**src/servo_ramp_pwm_controller_macros.svh**
```systemverilog
// Assertion macros shared by the servo ramp PWM controller modules.
// Each macro expects clk and rst_n to be visible where it is used.
`ifndef SERVO_RAMP_PWM_CONTROLLER_MACROS_SVH
`define SERVO_RAMP_PWM_CONTROLLER_MACROS_SVH

// Same-cycle implication, disabled while reset is held.
`define SRPC_ASSERT_IMPLY(lbl, ante, cons, msg) \
  lbl: assert property (@(posedge clk) disable iff (!rst_n) (ante) |-> (cons)) \
    else $error(msg);

// Next-cycle implication, disabled while reset is held.
`define SRPC_ASSERT_NEXT(lbl, ante, cons, msg) \
  lbl: assert property (@(posedge clk) disable iff (!rst_n) (ante) |=> (cons)) \
    else $error(msg);

`endif

```
**src/srpc_pkg.sv**
```systemverilog
// Package of the servo ramp PWM controller: types, codes and constants.
// Used by every other file of the block but the macro header; depends on nothing.
`default_nettype none

package srpc_pkg;

  // Channel count and field widths.
  localparam int NUM_CHANNELS = 6;
  localparam int CH_W         = 3;
  localparam int CH_IDX_W     = (NUM_CHANNELS > 1) ? $clog2(NUM_CHANNELS) : 1;
  localparam int POS_W        = 9;
  localparam int IVL_W        = 8;
  localparam int CMP_W        = 16;
  localparam int GAIN_W       = 8;
  localparam int POL_W        = 6;
  localparam int CFG_DATA_W   = 16;
  localparam int PROD_W       = POS_W + GAIN_W + 1;
  localparam int SUM_W        = PROD_W + 1;

  // Position limits in degrees.
  localparam int POS_MIN = -180;
  localparam int POS_MAX = 180;

  // Register reset values.
  localparam logic [CMP_W-1:0]  CENTER_RESET   = 16'd3010;
  localparam logic [GAIN_W-1:0] GAIN_RESET     = 8'd19;
  localparam logic [POL_W-1:0]  POLARITY_RESET = 6'd2;

  // Depth of the queue between front and back.
  localparam int Q_DEPTH = 2;

  typedef logic signed [POS_W-1:0] pos_t;

  // Request function codes.
  typedef enum logic [1:0] {
    FUNC_TICK = 2'd0,
    FUNC_IMM  = 2'd1,
    FUNC_RAMP = 2'd2
  } func_t;

  // Configuration register indexes.
  typedef enum logic [1:0] {
    CFG_CENTER   = 2'd0,
    CFG_GAIN     = 2'd1,
    CFG_POLARITY = 2'd2
  } cfg_idx_t;

  // One compare write handed from the front to the back.
  typedef struct packed {
    logic [CH_W-1:0] channel;
    pos_t            position;
    logic            final_write;
    logic            rejected;
  } job_t;

  // Live configuration seen by the back.
  typedef struct packed {
    logic [CMP_W-1:0]  center;
    logic [GAIN_W-1:0] gain;
    logic [POL_W-1:0]  polarity;
  } cfg_t;

  // Position of a channel after reset: channel 3 parks at 60 degrees.
  function automatic pos_t pos_reset_value(input int idx);
    pos_t v;
    v = '0;
    if (idx == 3) begin
      v = 9'sd60;
    end
    return v;
  endfunction

endpackage

`default_nettype wire

```
**src/srpc_channels.sv**
```systemverilog
// Handshake channel interfaces of the servo ramp PWM controller.
// Depends on srpc_pkg for field widths and the register index type.
`default_nettype none

// Request channel: ticks and moves.
interface srpc_in_if;
  logic                             valid;
  logic                             ready;
  logic [1:0]                       func;
  logic [srpc_pkg::CH_W-1:0]        channel;
  logic signed [srpc_pkg::POS_W-1:0] target;
  logic [srpc_pkg::IVL_W-1:0]       interval;

  modport source (output valid, func, channel, target, interval, input ready);
  modport sink   (input valid, func, channel, target, interval, output ready);
endinterface

// Result channel: compare register writes.
interface srpc_out_if;
  logic                       valid;
  logic                       ready;
  logic [srpc_pkg::CH_W-1:0]  out_channel;
  logic [srpc_pkg::CMP_W-1:0] compare;
  logic                       final_write;
  logic                       rejected;

  modport source (output valid, out_channel, compare, final_write, rejected, input ready);
  modport sink   (input valid, out_channel, compare, final_write, rejected, output ready);
endinterface

// Configuration write channel.
interface srpc_cfg_if;
  logic                            valid;
  logic                            ready;
  srpc_pkg::cfg_idx_t              index;
  logic [srpc_pkg::CFG_DATA_W-1:0] data;

  modport source (output valid, index, data, input ready);
  modport sink   (input valid, index, data, output ready);
endinterface

`default_nettype wire

```
**src/srpc_queue.sv**
```systemverilog
// Short queue of compare jobs between the front and the back.
// Depends on srpc_pkg for the job type and the queue depth.
`default_nettype none

module srpc_queue (
  input  wire logic           clk,
  input  wire logic           rst_n,
  input  wire logic           push_valid,
  output logic                push_ready,
  input  wire srpc_pkg::job_t push_data,
  output logic                pop_valid,
  input  wire logic           pop_ready,
  output srpc_pkg::job_t      pop_data
);

  localparam int PTR_W = (srpc_pkg::Q_DEPTH > 1) ? $clog2(srpc_pkg::Q_DEPTH) : 1;
  localparam int CNT_W = $clog2(srpc_pkg::Q_DEPTH + 1);

  srpc_pkg::job_t   entries_r [srpc_pkg::Q_DEPTH];
  logic [PTR_W-1:0] wr_ptr_r, wr_ptr_nxt;
  logic [PTR_W-1:0] rd_ptr_r, rd_ptr_nxt;
  logic [CNT_W-1:0] count_r, count_nxt;
  logic             do_push, do_pop;

  // Handshake status.
  assign push_ready = (count_r != CNT_W'(srpc_pkg::Q_DEPTH));
  assign pop_valid  = (count_r != '0);
  assign pop_data   = entries_r[rd_ptr_r];
  assign do_push    = push_valid && push_ready;
  assign do_pop     = pop_valid && pop_ready;

  // Pointer and fill count update, wrapping at the queue depth.
  always_comb begin
    wr_ptr_nxt = wr_ptr_r;
    rd_ptr_nxt = rd_ptr_r;
    count_nxt  = count_r;
    if (do_push) begin
      wr_ptr_nxt = (wr_ptr_r == PTR_W'(srpc_pkg::Q_DEPTH - 1)) ? '0 : wr_ptr_r + 1'b1;
    end
    if (do_pop) begin
      rd_ptr_nxt = (rd_ptr_r == PTR_W'(srpc_pkg::Q_DEPTH - 1)) ? '0 : rd_ptr_r + 1'b1;
    end
    if (do_push && !do_pop) begin
      count_nxt = count_r + 1'b1;
    end else if (do_pop && !do_push) begin
      count_nxt = count_r - 1'b1;
    end
  end

  always_ff @(posedge clk) begin
    if (!rst_n) begin
      wr_ptr_r <= '0;
      rd_ptr_r <= '0;
      count_r  <= '0;
    end else begin
      wr_ptr_r <= wr_ptr_nxt;
      rd_ptr_r <= rd_ptr_nxt;
      count_r  <= count_nxt;
    end
  end

  // Entry storage carries no reset.
  always_ff @(posedge clk) begin
    if (do_push) begin
      entries_r[wr_ptr_r] <= push_data;
    end
  end

endmodule

`default_nettype wire

```
**src/srpc_front.sv**
```systemverilog
// Front of the servo ramp PWM controller: takes requests, keeps channel
// positions and the ramp state, and queues one compare job per result.
// Depends on srpc_pkg, srpc_channels and the assertion macro header.
`default_nettype none

`include "servo_ramp_pwm_controller_macros.svh"

module srpc_front (
  input  wire logic      clk,
  input  wire logic      rst_n,
  srpc_in_if.sink        in_chan,
  output logic           push_valid,
  input  wire logic      push_ready,
  output srpc_pkg::job_t push_job
);

  // Channel positions and ramp state.
  srpc_pkg::pos_t               positions_r   [srpc_pkg::NUM_CHANNELS];
  srpc_pkg::pos_t               positions_nxt [srpc_pkg::NUM_CHANNELS];
  logic                         ramp_active_r, ramp_active_nxt;
  logic [srpc_pkg::CH_W-1:0]    ramp_ch_r, ramp_ch_nxt;
  srpc_pkg::pos_t               ramp_pos_r, ramp_pos_nxt;
  srpc_pkg::pos_t               ramp_tgt_r, ramp_tgt_nxt;
  logic [srpc_pkg::IVL_W-1:0]   countdown_r, countdown_nxt;
  logic [srpc_pkg::IVL_W-1:0]   step_interval_r, step_interval_nxt;

  logic                         accept;
  logic                         is_tick, is_move, ch_ok;
  srpc_pkg::pos_t               tgt_sat;
  srpc_pkg::pos_t               pos_cur;
  logic [srpc_pkg::IVL_W-1:0]   new_ivl;
  logic [srpc_pkg::CH_IDX_W-1:0] req_idx;
  logic                         do_step;
  logic [srpc_pkg::CH_W-1:0]    base_ch;
  srpc_pkg::pos_t               base_pos, base_tgt, step_pos;
  logic                         step_fin;

  // Requests are taken whenever the queue has room.
  assign in_chan.ready = push_ready;
  assign accept        = in_chan.valid && in_chan.ready;

  // Request decode.
  assign is_tick = (in_chan.func == srpc_pkg::FUNC_TICK);
  assign is_move = (in_chan.func == srpc_pkg::FUNC_IMM) || (in_chan.func == srpc_pkg::FUNC_RAMP);
  assign ch_ok   = ({1'b0, in_chan.channel} < (srpc_pkg::CH_W + 1)'(srpc_pkg::NUM_CHANNELS));
  assign req_idx = in_chan.channel[srpc_pkg::CH_IDX_W-1:0];
  assign pos_cur = positions_r[req_idx];
  assign new_ivl = (in_chan.interval == '0) ? srpc_pkg::IVL_W'(1) : in_chan.interval;

  // Saturate the target to the position range.
  always_comb begin
    if (in_chan.target < srpc_pkg::POS_W'(srpc_pkg::POS_MIN)) begin
      tgt_sat = srpc_pkg::POS_W'(srpc_pkg::POS_MIN);
    end else if (in_chan.target > srpc_pkg::POS_W'(srpc_pkg::POS_MAX)) begin
      tgt_sat = srpc_pkg::POS_W'(srpc_pkg::POS_MAX);
    end else begin
      tgt_sat = in_chan.target;
    end
  end

  // One-degree step: a tick steps the running ramp, a ramped move starts one.
  assign base_ch  = is_tick ? ramp_ch_r  : in_chan.channel;
  assign base_pos = is_tick ? ramp_pos_r : pos_cur;
  assign base_tgt = is_tick ? ramp_tgt_r : tgt_sat;
  assign step_pos = (base_pos < base_tgt) ? base_pos + srpc_pkg::pos_t'(1)
                                          : base_pos - srpc_pkg::pos_t'(1);
  assign step_fin = (step_pos == base_tgt);

  // Request handling and next state.
  always_comb begin
    positions_nxt     = positions_r;
    ramp_active_nxt   = ramp_active_r;
    ramp_ch_nxt       = ramp_ch_r;
    ramp_pos_nxt      = ramp_pos_r;
    ramp_tgt_nxt      = ramp_tgt_r;
    countdown_nxt     = countdown_r;
    step_interval_nxt = step_interval_r;
    push_valid        = 1'b0;
    push_job          = '0;
    do_step           = 1'b0;

    if (accept) begin
      case (in_chan.func)
        srpc_pkg::FUNC_TICK: begin
          if (ramp_active_r) begin
            if (countdown_r > srpc_pkg::IVL_W'(1)) begin
              countdown_nxt = countdown_r - 1'b1;
            end else begin
              do_step = 1'b1;
            end
          end
        end
        srpc_pkg::FUNC_IMM: begin
          if (ch_ok) begin
            if (ramp_active_r) begin
              push_valid        = 1'b1;
              push_job.channel  = in_chan.channel;
              push_job.rejected = 1'b1;
            end else begin
              positions_nxt[req_idx] = tgt_sat;
              push_valid             = 1'b1;
              push_job.channel       = in_chan.channel;
              push_job.position      = tgt_sat;
              push_job.final_write   = 1'b1;
            end
          end
        end
        srpc_pkg::FUNC_RAMP: begin
          if (ch_ok) begin
            if (ramp_active_r) begin
              push_valid        = 1'b1;
              push_job.channel  = in_chan.channel;
              push_job.rejected = 1'b1;
            end else if (pos_cur != tgt_sat) begin
              ramp_active_nxt   = 1'b1;
              ramp_ch_nxt       = in_chan.channel;
              ramp_tgt_nxt      = tgt_sat;
              step_interval_nxt = new_ivl;
              do_step           = 1'b1;
            end
          end
        end
        default: begin
        end
      endcase

      // A step writes one compare value and ends the ramp on reaching the target.
      if (do_step) begin
        push_valid           = 1'b1;
        push_job.channel     = base_ch;
        push_job.position    = step_pos;
        push_job.final_write = step_fin;
        ramp_pos_nxt         = step_pos;
        if (step_fin) begin
          ramp_active_nxt = 1'b0;
          countdown_nxt   = '0;
          positions_nxt[base_ch[srpc_pkg::CH_IDX_W-1:0]] = base_tgt;
        end else begin
          countdown_nxt = is_tick ? step_interval_r : new_ivl;
        end
      end
    end
  end

  always_ff @(posedge clk) begin
    if (!rst_n) begin
      for (int i = 0; i < srpc_pkg::NUM_CHANNELS; i++) begin
        positions_r[i] <= srpc_pkg::pos_reset_value(i);
      end
      ramp_active_r   <= 1'b0;
      ramp_ch_r       <= '0;
      ramp_pos_r      <= '0;
      ramp_tgt_r      <= '0;
      countdown_r     <= '0;
      step_interval_r <= srpc_pkg::IVL_W'(1);
    end else begin
      positions_r     <= positions_nxt;
      ramp_active_r   <= ramp_active_nxt;
      ramp_ch_r       <= ramp_ch_nxt;
      ramp_pos_r      <= ramp_pos_nxt;
      ramp_tgt_r      <= ramp_tgt_nxt;
      countdown_r     <= countdown_nxt;
      step_interval_r <= step_interval_nxt;
    end
  end

  // A running ramp has not yet reached its target.
  `SRPC_ASSERT_IMPLY(a_ramp_short_of_target, ramp_active_r, ramp_pos_r != ramp_tgt_r, "ramp active at target")
  // A running ramp always has a non-zero step interval.
  `SRPC_ASSERT_IMPLY(a_ramp_interval_set, ramp_active_r, step_interval_r != '0, "ramp interval is zero")
  // A move refused during a ramp leaves the ramp running.
  `SRPC_ASSERT_NEXT(a_refusal_keeps_ramp, accept && is_move && ch_ok && ramp_active_r, ramp_active_r, "refused move ended ramp")

endmodule

`default_nettype wire

```
**src/srpc_back.sv**
```systemverilog
// Back of the servo ramp PWM controller: turns queued jobs into saturated
// compare values through a multiply stage and an output register.
// Depends on srpc_pkg and srpc_channels.
`default_nettype none

module srpc_back (
  input  wire logic           clk,
  input  wire logic           rst_n,
  input  wire srpc_pkg::cfg_t cfg,
  input  wire logic           job_valid,
  output logic                job_ready,
  input  wire srpc_pkg::job_t job,
  srpc_out_if.source          out_chan
);

  localparam int POL_EXT_W = 2 ** srpc_pkg::CH_W;

  // Multiply stage.
  logic                              s1_valid_r;
  srpc_pkg::job_t                    s1_job_r;
  logic signed [srpc_pkg::PROD_W-1:0] s1_prod_r;
  logic                              s1_add_r;

  // Output register.
  logic                       out_valid_r;
  logic [srpc_pkg::CH_W-1:0]  out_channel_r;
  logic [srpc_pkg::CMP_W-1:0] compare_r, compare_nxt;
  logic                       final_r;
  logic                       rejected_r;

  logic                              out_adv, s1_adv;
  logic signed [srpc_pkg::PROD_W-1:0] prod;
  logic [POL_EXT_W-1:0]              pol_ext;
  logic                              pol_add;
  logic signed [srpc_pkg::SUM_W-1:0] sum;

  // Elastic stage control.
  assign out_adv   = !out_valid_r || out_chan.ready;
  assign s1_adv    = !s1_valid_r || out_adv;
  assign job_ready = s1_adv;

  // Gain times position; channels beyond the mask read as subtracting.
  assign prod    = $signed({1'b0, cfg.gain}) * job.position;
  assign pol_ext = {(POL_EXT_W - srpc_pkg::POL_W)'(0), cfg.polarity};
  assign pol_add = pol_ext[job.channel];

  always_ff @(posedge clk) begin
    if (!rst_n) begin
      s1_valid_r <= 1'b0;
    end else if (s1_adv) begin
      s1_valid_r <= job_valid;
    end
  end

  always_ff @(posedge clk) begin
    if (s1_adv && job_valid) begin
      s1_job_r  <= job;
      s1_prod_r <= prod;
      s1_add_r  <= pol_add;
    end
  end

  // Centre plus or minus the product, clamped to the compare range; rejected jobs write zero.
  always_comb begin
    if (s1_add_r) begin
      sum = $signed({(srpc_pkg::SUM_W - srpc_pkg::CMP_W)'(0), cfg.center})
            + srpc_pkg::SUM_W'(s1_prod_r);
    end else begin
      sum = $signed({(srpc_pkg::SUM_W - srpc_pkg::CMP_W)'(0), cfg.center})
            - srpc_pkg::SUM_W'(s1_prod_r);
    end
    if (s1_job_r.rejected || (sum < 0)) begin
      compare_nxt = '0;
    end else if (sum > $signed(srpc_pkg::SUM_W'({srpc_pkg::CMP_W{1'b1}}))) begin
      compare_nxt = '1;
    end else begin
      compare_nxt = sum[srpc_pkg::CMP_W-1:0];
    end
  end

  always_ff @(posedge clk) begin
    if (!rst_n) begin
      out_valid_r <= 1'b0;
    end else if (out_adv) begin
      out_valid_r <= s1_valid_r;
    end
  end

  always_ff @(posedge clk) begin
    if (out_adv && s1_valid_r) begin
      out_channel_r <= s1_job_r.channel;
      compare_r     <= compare_nxt;
      final_r       <= s1_job_r.final_write;
      rejected_r    <= s1_job_r.rejected;
    end
  end

  assign out_chan.valid       = out_valid_r;
  assign out_chan.out_channel = out_channel_r;
  assign out_chan.compare     = compare_r;
  assign out_chan.final_write = final_r;
  assign out_chan.rejected    = rejected_r;

endmodule

`default_nettype wire

```
**src/servo_ramp_pwm_controller.sv**
```systemverilog
// Servo ramp PWM controller for six channels. Ticks and move requests are
// taken at one per clock whenever the two-entry job queue has room; the front
// updates channel positions and the ramp in the same cycle, so a request never
// waits on the one before it. Each result passes through the queue entry, the
// multiply stage and the output register before it is offered, and the output
// register lets new requests flow in while a result waits to be taken.
// Configuration writes are always accepted and should be made while no request
// is in flight.
// Depends on srpc_pkg, srpc_channels, srpc_queue, srpc_front and srpc_back.
`default_nettype none

module servo_ramp_pwm_controller (
  input  wire logic clk,
  input  wire logic rst_n,
  srpc_in_if.sink    in_chan,
  srpc_out_if.source out_chan,
  srpc_cfg_if.sink   cfg_chan
);

  srpc_pkg::cfg_t cfg_r, cfg_nxt;
  logic           q_push_valid, q_push_ready;
  srpc_pkg::job_t q_push_job;
  logic           q_pop_valid, q_pop_ready;
  srpc_pkg::job_t q_pop_job;

  // Configuration register writes.
  assign cfg_chan.ready = 1'b1;

  always_comb begin
    cfg_nxt = cfg_r;
    if (cfg_chan.valid) begin
      case (cfg_chan.index)
        srpc_pkg::CFG_CENTER:   cfg_nxt.center   = cfg_chan.data[srpc_pkg::CMP_W-1:0];
        srpc_pkg::CFG_GAIN:     cfg_nxt.gain     = cfg_chan.data[srpc_pkg::GAIN_W-1:0];
        srpc_pkg::CFG_POLARITY: cfg_nxt.polarity = cfg_chan.data[srpc_pkg::POL_W-1:0];
        default: begin
        end
      endcase
    end
  end

  always_ff @(posedge clk) begin
    if (!rst_n) begin
      cfg_r.center   <= srpc_pkg::CENTER_RESET;
      cfg_r.gain     <= srpc_pkg::GAIN_RESET;
      cfg_r.polarity <= srpc_pkg::POLARITY_RESET;
    end else begin
      cfg_r <= cfg_nxt;
    end
  end

  // Request front.
  srpc_front u_front (
    .clk        (clk),
    .rst_n      (rst_n),
    .in_chan    (in_chan),
    .push_valid (q_push_valid),
    .push_ready (q_push_ready),
    .push_job   (q_push_job)
  );

  // Job queue between front and back.
  srpc_queue u_queue (
    .clk        (clk),
    .rst_n      (rst_n),
    .push_valid (q_push_valid),
    .push_ready (q_push_ready),
    .push_data  (q_push_job),
    .pop_valid  (q_pop_valid),
    .pop_ready  (q_pop_ready),
    .pop_data   (q_pop_job)
  );

  // Compare value back end.
  srpc_back u_back (
    .clk       (clk),
    .rst_n     (rst_n),
    .cfg       (cfg_r),
    .job_valid (q_pop_valid),
    .job_ready (q_pop_ready),
    .job       (q_pop_job),
    .out_chan  (out_chan)
  );

endmodule

`default_nettype wire

```
**src/flat_wrapper.sv**
```systemverilog
// flat-port wrapper written by rule: the top's interface ports become plain ports
module servo_ramp_pwm_controller_flat 
  (clk, rst_n, in_chan_valid, in_chan_func, in_chan_channel, in_chan_target, in_chan_interval, in_chan_ready, out_chan_valid, out_chan_out_channel, out_chan_compare, out_chan_final_write, out_chan_rejected, out_chan_ready, cfg_chan_valid, cfg_chan_index, cfg_chan_data, cfg_chan_ready);
  srpc_in_if in_chan_i ();
  srpc_out_if out_chan_i ();
  srpc_cfg_if cfg_chan_i ();
  input  wire logic clk;
  input  wire logic rst_n;
  input wire logic [$bits(in_chan_i.valid)-1:0] in_chan_valid;
  input wire logic [$bits(in_chan_i.func)-1:0] in_chan_func;
  input wire logic [$bits(in_chan_i.channel)-1:0] in_chan_channel;
  input wire logic [$bits(in_chan_i.target)-1:0] in_chan_target;
  input wire logic [$bits(in_chan_i.interval)-1:0] in_chan_interval;
  output wire logic [$bits(in_chan_i.ready)-1:0] in_chan_ready;
  output wire logic [$bits(out_chan_i.valid)-1:0] out_chan_valid;
  output wire logic [$bits(out_chan_i.out_channel)-1:0] out_chan_out_channel;
  output wire logic [$bits(out_chan_i.compare)-1:0] out_chan_compare;
  output wire logic [$bits(out_chan_i.final_write)-1:0] out_chan_final_write;
  output wire logic [$bits(out_chan_i.rejected)-1:0] out_chan_rejected;
  input wire logic [$bits(out_chan_i.ready)-1:0] out_chan_ready;
  input wire logic [$bits(cfg_chan_i.valid)-1:0] cfg_chan_valid;
  input wire logic [$bits(cfg_chan_i.index)-1:0] cfg_chan_index;
  input wire logic [$bits(cfg_chan_i.data)-1:0] cfg_chan_data;
  output wire logic [$bits(cfg_chan_i.ready)-1:0] cfg_chan_ready;
  assign in_chan_i.valid = in_chan_valid;
  assign in_chan_i.func = in_chan_func;
  assign in_chan_i.channel = in_chan_channel;
  assign in_chan_i.target = in_chan_target;
  assign in_chan_i.interval = in_chan_interval;
  assign in_chan_ready = in_chan_i.ready;
  assign out_chan_valid = out_chan_i.valid;
  assign out_chan_out_channel = out_chan_i.out_channel;
  assign out_chan_compare = out_chan_i.compare;
  assign out_chan_final_write = out_chan_i.final_write;
  assign out_chan_rejected = out_chan_i.rejected;
  assign out_chan_i.ready = out_chan_ready;
  assign cfg_chan_i.valid = cfg_chan_valid;
  assign cfg_chan_i.index = cfg_chan_index;
  assign cfg_chan_i.data = cfg_chan_data;
  assign cfg_chan_ready = cfg_chan_i.ready;
  servo_ramp_pwm_controller u_core (.clk(clk), .rst_n(rst_n), .in_chan(in_chan_i), .out_chan(out_chan_i), .cfg_chan(cfg_chan_i));
endmodule
```
**config.mk**
```make
export PLATFORM = sky130hd
export DESIGN_NAME = servo_ramp_pwm_controller_flat
export DESIGN_NICKNAME = d
export VERILOG_FILES = /design/src/srpc_pkg.sv /design/src/srpc_channels.sv /design/src/srpc_queue.sv /design/src/srpc_front.sv /design/src/srpc_back.sv /design/src/servo_ramp_pwm_controller.sv /design/src/flat_wrapper.sv
export VERILOG_INCLUDE_DIRS = /design/src /design/src/src
export SDC_FILE = /design/constraint.sdc
export NUM_CORES = 1
export LEC_CHECK = 0
export BUFFER_PORTS_ARGS = -buffer_cell sky130_fd_sc_hd__buf_2
export CORE_MARGIN = 2
export CORE_UTILIZATION = 25
export CTS_BUF_LIST = sky130_fd_sc_hd__clkbuf_8
export DETAILED_ROUTE_END_ITERATION = 12
export GPL_TIMING_DRIVEN = 0
export PLACE_DENSITY = 0.42
export SYNTH_ARGS = -nofsm -noshare
export SYNTH_HDL_FRONTEND = slang
export SYNTH_HIERARCHICAL = 1
export SYNTH_SLANG_ARGS = --single-unit
```
**constraint.sdc**
```tcl
create_clock -name clk -period 12.09 [get_ports clk]
set_input_delay 0.6045 -clock clk [delete_from_list [all_inputs] [get_ports clk]]
set_output_delay 0.6045 -clock clk [all_outputs]
set_load 0.02 [all_outputs]
```
=== Word-level counts from Yosys, hierarchy flattened ===
Memories as Yosys holds them, arrays and structs flattened. A register that Yosys moved wholly into a read port is not among the register bits.
Cells that the tools add are included.

* Register bits after elaboration: 173
* Bits in writable memories: 28
* Input bits: 45
* Output and inout port bits: 24
* Word-level logic and storage cells: 158
* Memories: 1

{| class="wikitable"
|+ Memories
! memory !! words !! width !! read ports !! clocked after Yosys merged registers in !! write ports !! RTL line !! text
|-
| u_core.u_queue.entries_r || 2 || 14 || 1 || 1 || 1 || srpc_queue.sv:19 || <nowiki>srpc_pkg::job_t entries_r [srpc_pkg::Q_DEPTH];</nowiki>
|}

* Add/subtract/negate cells: 9
* $mul: 1
* $lt $le $gt $ge: 12
* Equality and inequality tests: 7
* Mux-type cells: 67
* Bitwise gates (word level): 3
* Reductions and logical operators: 29

{| class="wikitable"
|+ Operator list
! cell !! number
|-
| $mux W54 || 6
|-
| $bwmux W54 || 2
|-
| $mux W9 || 9
|-
| $mux W8 || 7
|-
| $demux W9 S3 || 2
|-
| $mux W14 || 2
|-
| $bmux W9 S3 || 1
|-
| $mux W1 || 23
|-
| $mux W10 || 2
|-
| $add A17 B18 Y19 || 1
|-
| $gt A19 B17 Y1 const B || 1
|-
| $lt A19 B1 Y1 const B || 1
|-
| $mux W19 || 1
|-
| $sub A17 B18 Y19 || 1
|-
| $mul A9 B9 Y18 || 1
|-
| $mux W16 || 1
|-
| $mux W13 || 1
|-
| $reduce_bool A2 Y1 || 5
|-
| $add A9 B2 Y9 const B || 1
|-
| $eq A9 B9 Y1 || 1
|-
| $gt A9 B9 Y1 const B || 1
|-
| $lt A9 B9 Y1 || 1
|-
| $lt A9 B9 Y1 const B || 1
|-
| $mux W3 || 3
|-
| other kinds (28) || 53
|}

=== Logic depth before layout (Yosys ltp) ===
* Depth in word-level cells: 17
* Depth in mapped cells: 29
* Mapped depth without buffers: 24

=== Cells and area by module ===
Netlist, hierarchy kept.

{| class="wikitable"
|+ Modules (own cells, without submodules)
! module !! times used !! cells an instance !! area an instance (um2) !! sequential area each (um2)
|-
| srpc_front || 1 || 916 || 7191.9 || 1841.8
|-
| srpc_back || 1 || 540 || 5365.1 || 1391.3
|-
| servo_ramp_pwm_controller || 1 || 127 || 1261.2 || 600.6
|-
| srpc_queue || 1 || 67 || 1246.2 || 940.9
|}

=== Worst setup path before layout ===
OpenSTA, ideal clock, no wires.

* Kind: input to register
* From: input in_chan_channel[1]
* To: register u_core/u_front/positions_r[37] (netlist bit)
* Library setup time: 0.087 ns
* Data arrival time: 6.680 ns
* Data required time: 12.003 ns
* Path slack: 5.323 ns
* Stages: 23
* Path buffers: 5
* Cell sequence: buf_6 > buf_2 > buf_2 > mux2_2 > a221oi_1 > a31oi_1 > ha_1 > inv_1 > o211ai_1 > a22o_1 > o21ba_2 > a21o_1 > buf_2 > xnor2_1 > ha_1 > or4_1 > mux2_2 > a211o_1 > or4_1 > buf_4 > nor4_4 > mux2_2 > a221oi_2

* Longest elaborated chain between the ends: 13
* Elaborated cells on any way between the ends: 37
* Those cells by class: add/sub: 2; order compare: 6; eq/ne: 2; mux: 23; bitwise: 2; reduce/logical: 2

{| class="wikitable"
|+ Ends and longest elaborated chain
! element !! RTL line !! text
|-
| start: declaration || flat_wrapper.sv:11 || <nowiki>input wire logic [$bits(in_chan_i.channel)-1:0] in_chan_channel;</nowiki>
|-
| branches (longest 12 deep; another with $sub A9 B2 Y9) || - ||
|-
| $mux W54 * || srpc_front.sv:128 || <nowiki>if (do_step) begin</nowiki>
|-
| end signal: indexed assignment || srpc_front.sv:148 || <nowiki>positions_r[i] <= srpc_pkg::pos_reset_value(i);</nowiki>
|-
| end signal: assignment || srpc_front.sv:157 || <nowiki>positions_r <= positions_nxt;</nowiki>
|-
| end: declaration || srpc_front.sv:18 || <nowiki>srpc_pkg::pos_t positions_r [srpc_pkg::NUM_CHANNELS];</nowiki>
|}

Every way passes the cells marked *. The select of a mux whose other input is x is not followed.
A chain may end at the register's enable or synchronous reset.

=== Worst setup path in the final report ===
* From: input in_chan_func[1]
* To: register u_core/u_front/positions_r[4] (netlist bit)

* Longest elaborated chain between the ends: 10
* Elaborated cells on any way between the ends: 24
* Those cells by class: add/sub: 2; order compare: 3; eq/ne: 3; mux: 13; bitwise: 1; reduce/logical: 2

{| class="wikitable"
|+ Ends and longest elaborated chain
! element !! RTL line !! text
|-
| start: declaration || flat_wrapper.sv:10 || <nowiki>input wire logic [$bits(in_chan_i.func)-1:0] in_chan_func;</nowiki>
|-
| branches (longest 9 deep; another with $sub A9 B2 Y9) || - ||
|-
| $mux W54 * || srpc_front.sv:128 ||
|}

Marks and branches as above.

==> impl_metrics.toml <==
[run_status]
status = "finished, final reports clean"

[critical_path]
crit_type = "input pin to register"
worstRegToRegCells = 22
rrSetupSlack_ns = 4.50
endpoint_kind = "register"
cp-start-kind = "input pin"
crit_required_ns = 12.56
arrival_ns = 8.88
r2r_start = "u_core/u_front/positions_r[34]"
worstReg2RegEnd = "u_core/u_front/positions_r[4]"
path_max_fanout = 10

[floorplan]
row_count = 89
die_w_um = 249
ioPinCount = 69
coreArea_sq_um = 59200
start_util_pct = 25.4
fp.dieH_um = 249
die_area_sq_um = 62200

[sta]
fmax_ghz = 0.119
maxSlewViolCount = 0
rsz0062_at_grt = "false"
fin_setup_tns_ns = 0
slew_headroom_pct = 26.6
period_share_pct = 69.6
finalSetupViolations = 0
worstMarginPinSlew_ns = 1.10
fin_crit_ns = 8.41
fin_skew_ns = 0.0272
finalHoldViolCount = 0

[global_route]
track_usage_pct = 15.6
grt_max_degree = 25
antenna_found_initial = 2
grt_pass1_vias = 12881
overflow = 0
grt_pass1_wl_um = 76100

[power_and_ir_drop]
p_total_mw = 3.32
irDropWorstVdd_mv = 0.0935
leakage_nw = 6.82
powerDensity_nw_per_um2 = 194

[synth]
synthFlopType = "dfxtp_1"
netlist_area_sq_um = 15100
synth_edf_count = 73
synth_top_area_share_pct = 17.1
ys_seq_area_share_pct = 31.7
postSynthAreaPerCell_sq_um = 9.13
syn_nets = 1825
yosysWarnings = 6
async_flop_share_pct = 0
synth_top_area_cell = "dfxtp_1"
yosys.cell_types.count = 108
synthCells = 1650
synthTopCellsByArea = "dfxtp_1, edfxtp_1, ha_1"
ys_ff_latch = 202

[clock_tree]
clk_path_buf_depth = 3
clk_latency_ns = 0.58
cts_resized = 0
clock-sinks = 202
clockRootBuffer = "clkbuf_8"
cts_max_level = 2
path_clk_slew_ns = 0.06
hold_buffers = 0
cts_tree = "built"
cts_setup_buffers = 0
cts_buffers = 40

[cells_and_area]
finalNetCount = 1934
area_delta_synth_final_pct = 13.5
final_area_sq_um = 17100
drive_gt1_share_pct = 14.6

[min_path]
hp-class = "input pin to register"
hold_start = "cfg_chan_data[10]"
whs_endpoint = "u_core/cfg_r[24]"
hold_depth = 3

[drt]
wire_per_inst_um = 19.2
viasPerCell = 4.97
via_count = 12736
wl_um = 49200
ant_nets = 0
dr.pass1.iters = 5
drc = 0
drtIter0Drc = 837

[flow_run]
maxCapViolations = 0

[place]
place_area_sq_um = 16400
gp_congestion = 0.872
dp_hpwl_um = 37900
port_buffers = 66
-- placed cells by master, fill, tap and decap left out, types with 8 or more instances in the layout --
cell / instances
nand2b_1: 18
a21oi_1: 76
and3_1: 10
nand2_1: 180
clkbuf_8: 44
o21ai_0: 52
a32o_1: 8
mux2i_1: 92
o22ai_1: 9
nor2b_1: 21
a211oi_1: 31
clkbuf_1: 51
nor2_1: 126
a21o_1: 11
inv_1: 140
buf_2: 81
edfxtp_1: 73
dfxtp_1: 129
or3_1: 15
xnor2_1: 36
nand3_1: 26
xor2_1: 30
fa_1: 44
a31oi_1: 16
o211ai_1: 23
mux2_2: 32
o21a_1: 11
a221oi_1: 8
nor3_1: 30
a21oi_2: 11
ha_1: 86
nor4_1: 8
a31o_2: 11
nand4_1: 11
and2_1: 37
-- logic make-up (layout without fill, tap and decap cells) --
| logic type | count (synthesis) | in the layout | synth area share [%] |
|---|---|---|---|
| AO/OA/AOI/OAI | 363 | 363 | 17.6 |
| multiplexers | 130 | 130 | 9.30 |
| flip-flops | 202 | 202 | 31.7 |
| adder cells (fa/ha/maj) | 130 | 130 | 13.0 |
| XOR/XNOR | 67 | 67 | 3.99 |
| buffers and inverters | 217 | 353 | 6.19 |
| other | 1 | 3 | 0.0249 |
| AND/OR/NAND/NOR | 540 | 540 | 18.2 |
-- worst max-delay path, stage by stage --
cell and delay [ns]:
buf_2 0.12, inv_1 0.08, ha_1 0.14, buf_2 0.24
buf_1 0.50, clkbuf_1 0.57, clkbuf_1 0.52, o21ai_0 0.48
ha_1 0.37, nor2b_1 0.21, o21ai_0 0.11, nor3_1 0.24
o32ai_2 0.18, a21o_1 0.26, buf_2 0.22, xnor2_1 0.15
ha_1 0.27, nor4_1 0.56, nand2_1 0.17, xnor2_1 0.18
o22a_1 0.23, or4_1 0.58, buf_4 0.22, nor3_1 0.60
buf_2 0.44, mux2_2 0.40, a211oi_1 0.19
-- cells in the mapped netlist, types with 9 or more instances --
library cell and n:
o211ai_1 23, nor2b_1 22, buf_2 15, a31o_2 11, o21ai_0 52, edfxtp_1 73
a21o_1 11, a21oi_2 11, fa_1 44, dfxtp_1 129, and3_1 10, clkbuf_1 51
and2_1 37, a21oi_1 76, o22ai_1 9, nor2_1 126, mux2_2 32, nand3_1 26
or3_1 15, mux2i_1 92, xor2_1 30, o21a_1 11, ha_1 86, nand2b_1 18
nand4_1 11, a31oi_1 16, inv_1 124, nor3_1 30, xnor2_1 36, a211oi_1 31
nand2_1 180
-- power breakdown --
group          total [mW]  switching (mW)  internal (mW)
Combinational        1.72            1.03          0.689
Clock               0.656           0.328          0.328
Sequential          0.946          0.0686          0.877
-- through the flow --
step,hold WS (ns),worst slack [ns],util (%),instances
2_1_floorplan,0.400,5.32,-,1650
3_3_place_gp,0.410,3.11,27.6,2489
3_5_place_dp,0.412,3.14,27.6,2490
4_1_cts,0.237,3.69,28.9,2559
5_1_grt,0.261,3.19,28.9,2561
6_report,0.284,3.68,28.9,2561
-- how the worst max path moves through the flow --
| stage | slack (ns) | to | startpoint | depth (start not counted) |
|---|---|---|---|---|
| finish | 3.68 | u_core/u_front/positions_r[4] | in_chan_func[1] | 27 |
| global route | 3.19 | u_core/u_front/positions_r[4] | in_chan_func[0] | 29 |
| CTS | 3.69 | u_core/u_front/positions_r[4] | in_chan_func[0] | 29 |
| detailed placement | 3.14 | u_core/u_front/positions_r[4] | in_chan_func[0] | 27 |
| global placement | 3.11 | u_core/u_front/positions_r[4] | in_chan_func[0] | 29 |
| floorplan | 5.32 | u_core/u_front/positions_r[37] | in_chan_channel[1] | 23 |
-- flip-flops by register name, summed over array words and instances (netlist names), 5 cells and up, named ones only --
signal,count
u_core/cfg_r,30
u_core/u_front/step_interval_r,8
u_core/u_back/out_chan.compare,16
u_core/u_back/s1_prod_r,18
u_core/u_front/countdown_r,8
u_core/u_queue/entries_r,28
u_core/u_back/s1_job_r,5
u_core/u_front/ramp_tgt_r,9
u_core/u_front/positions_r,54
u_core/u_front/ramp_pos_r,9
-- final cells by class --
class	count	area [sq um]
diodes	2	5.00
plain buffers	89	452
clock buffers	43	592
clock inverters	26	120
fillers	6380	42100
inverters	128	480
multi-input cells	1231	9360
flip-flops and latches	202	4770
well taps	773	967
repair buffers	67	345
-- per-layer routing --
metal	up-vias	routed length, um	GRT usage [%]	share of wire, %
li1	6118	-	-	-
met3	86	2480	2.63	5.0
met4	0	1410	5.18	2.9
met5	-	0	0	0
met1	6192	21300	19.5	43
met2	340	24000	27.3	49
(Power assumes the default switching activity.)
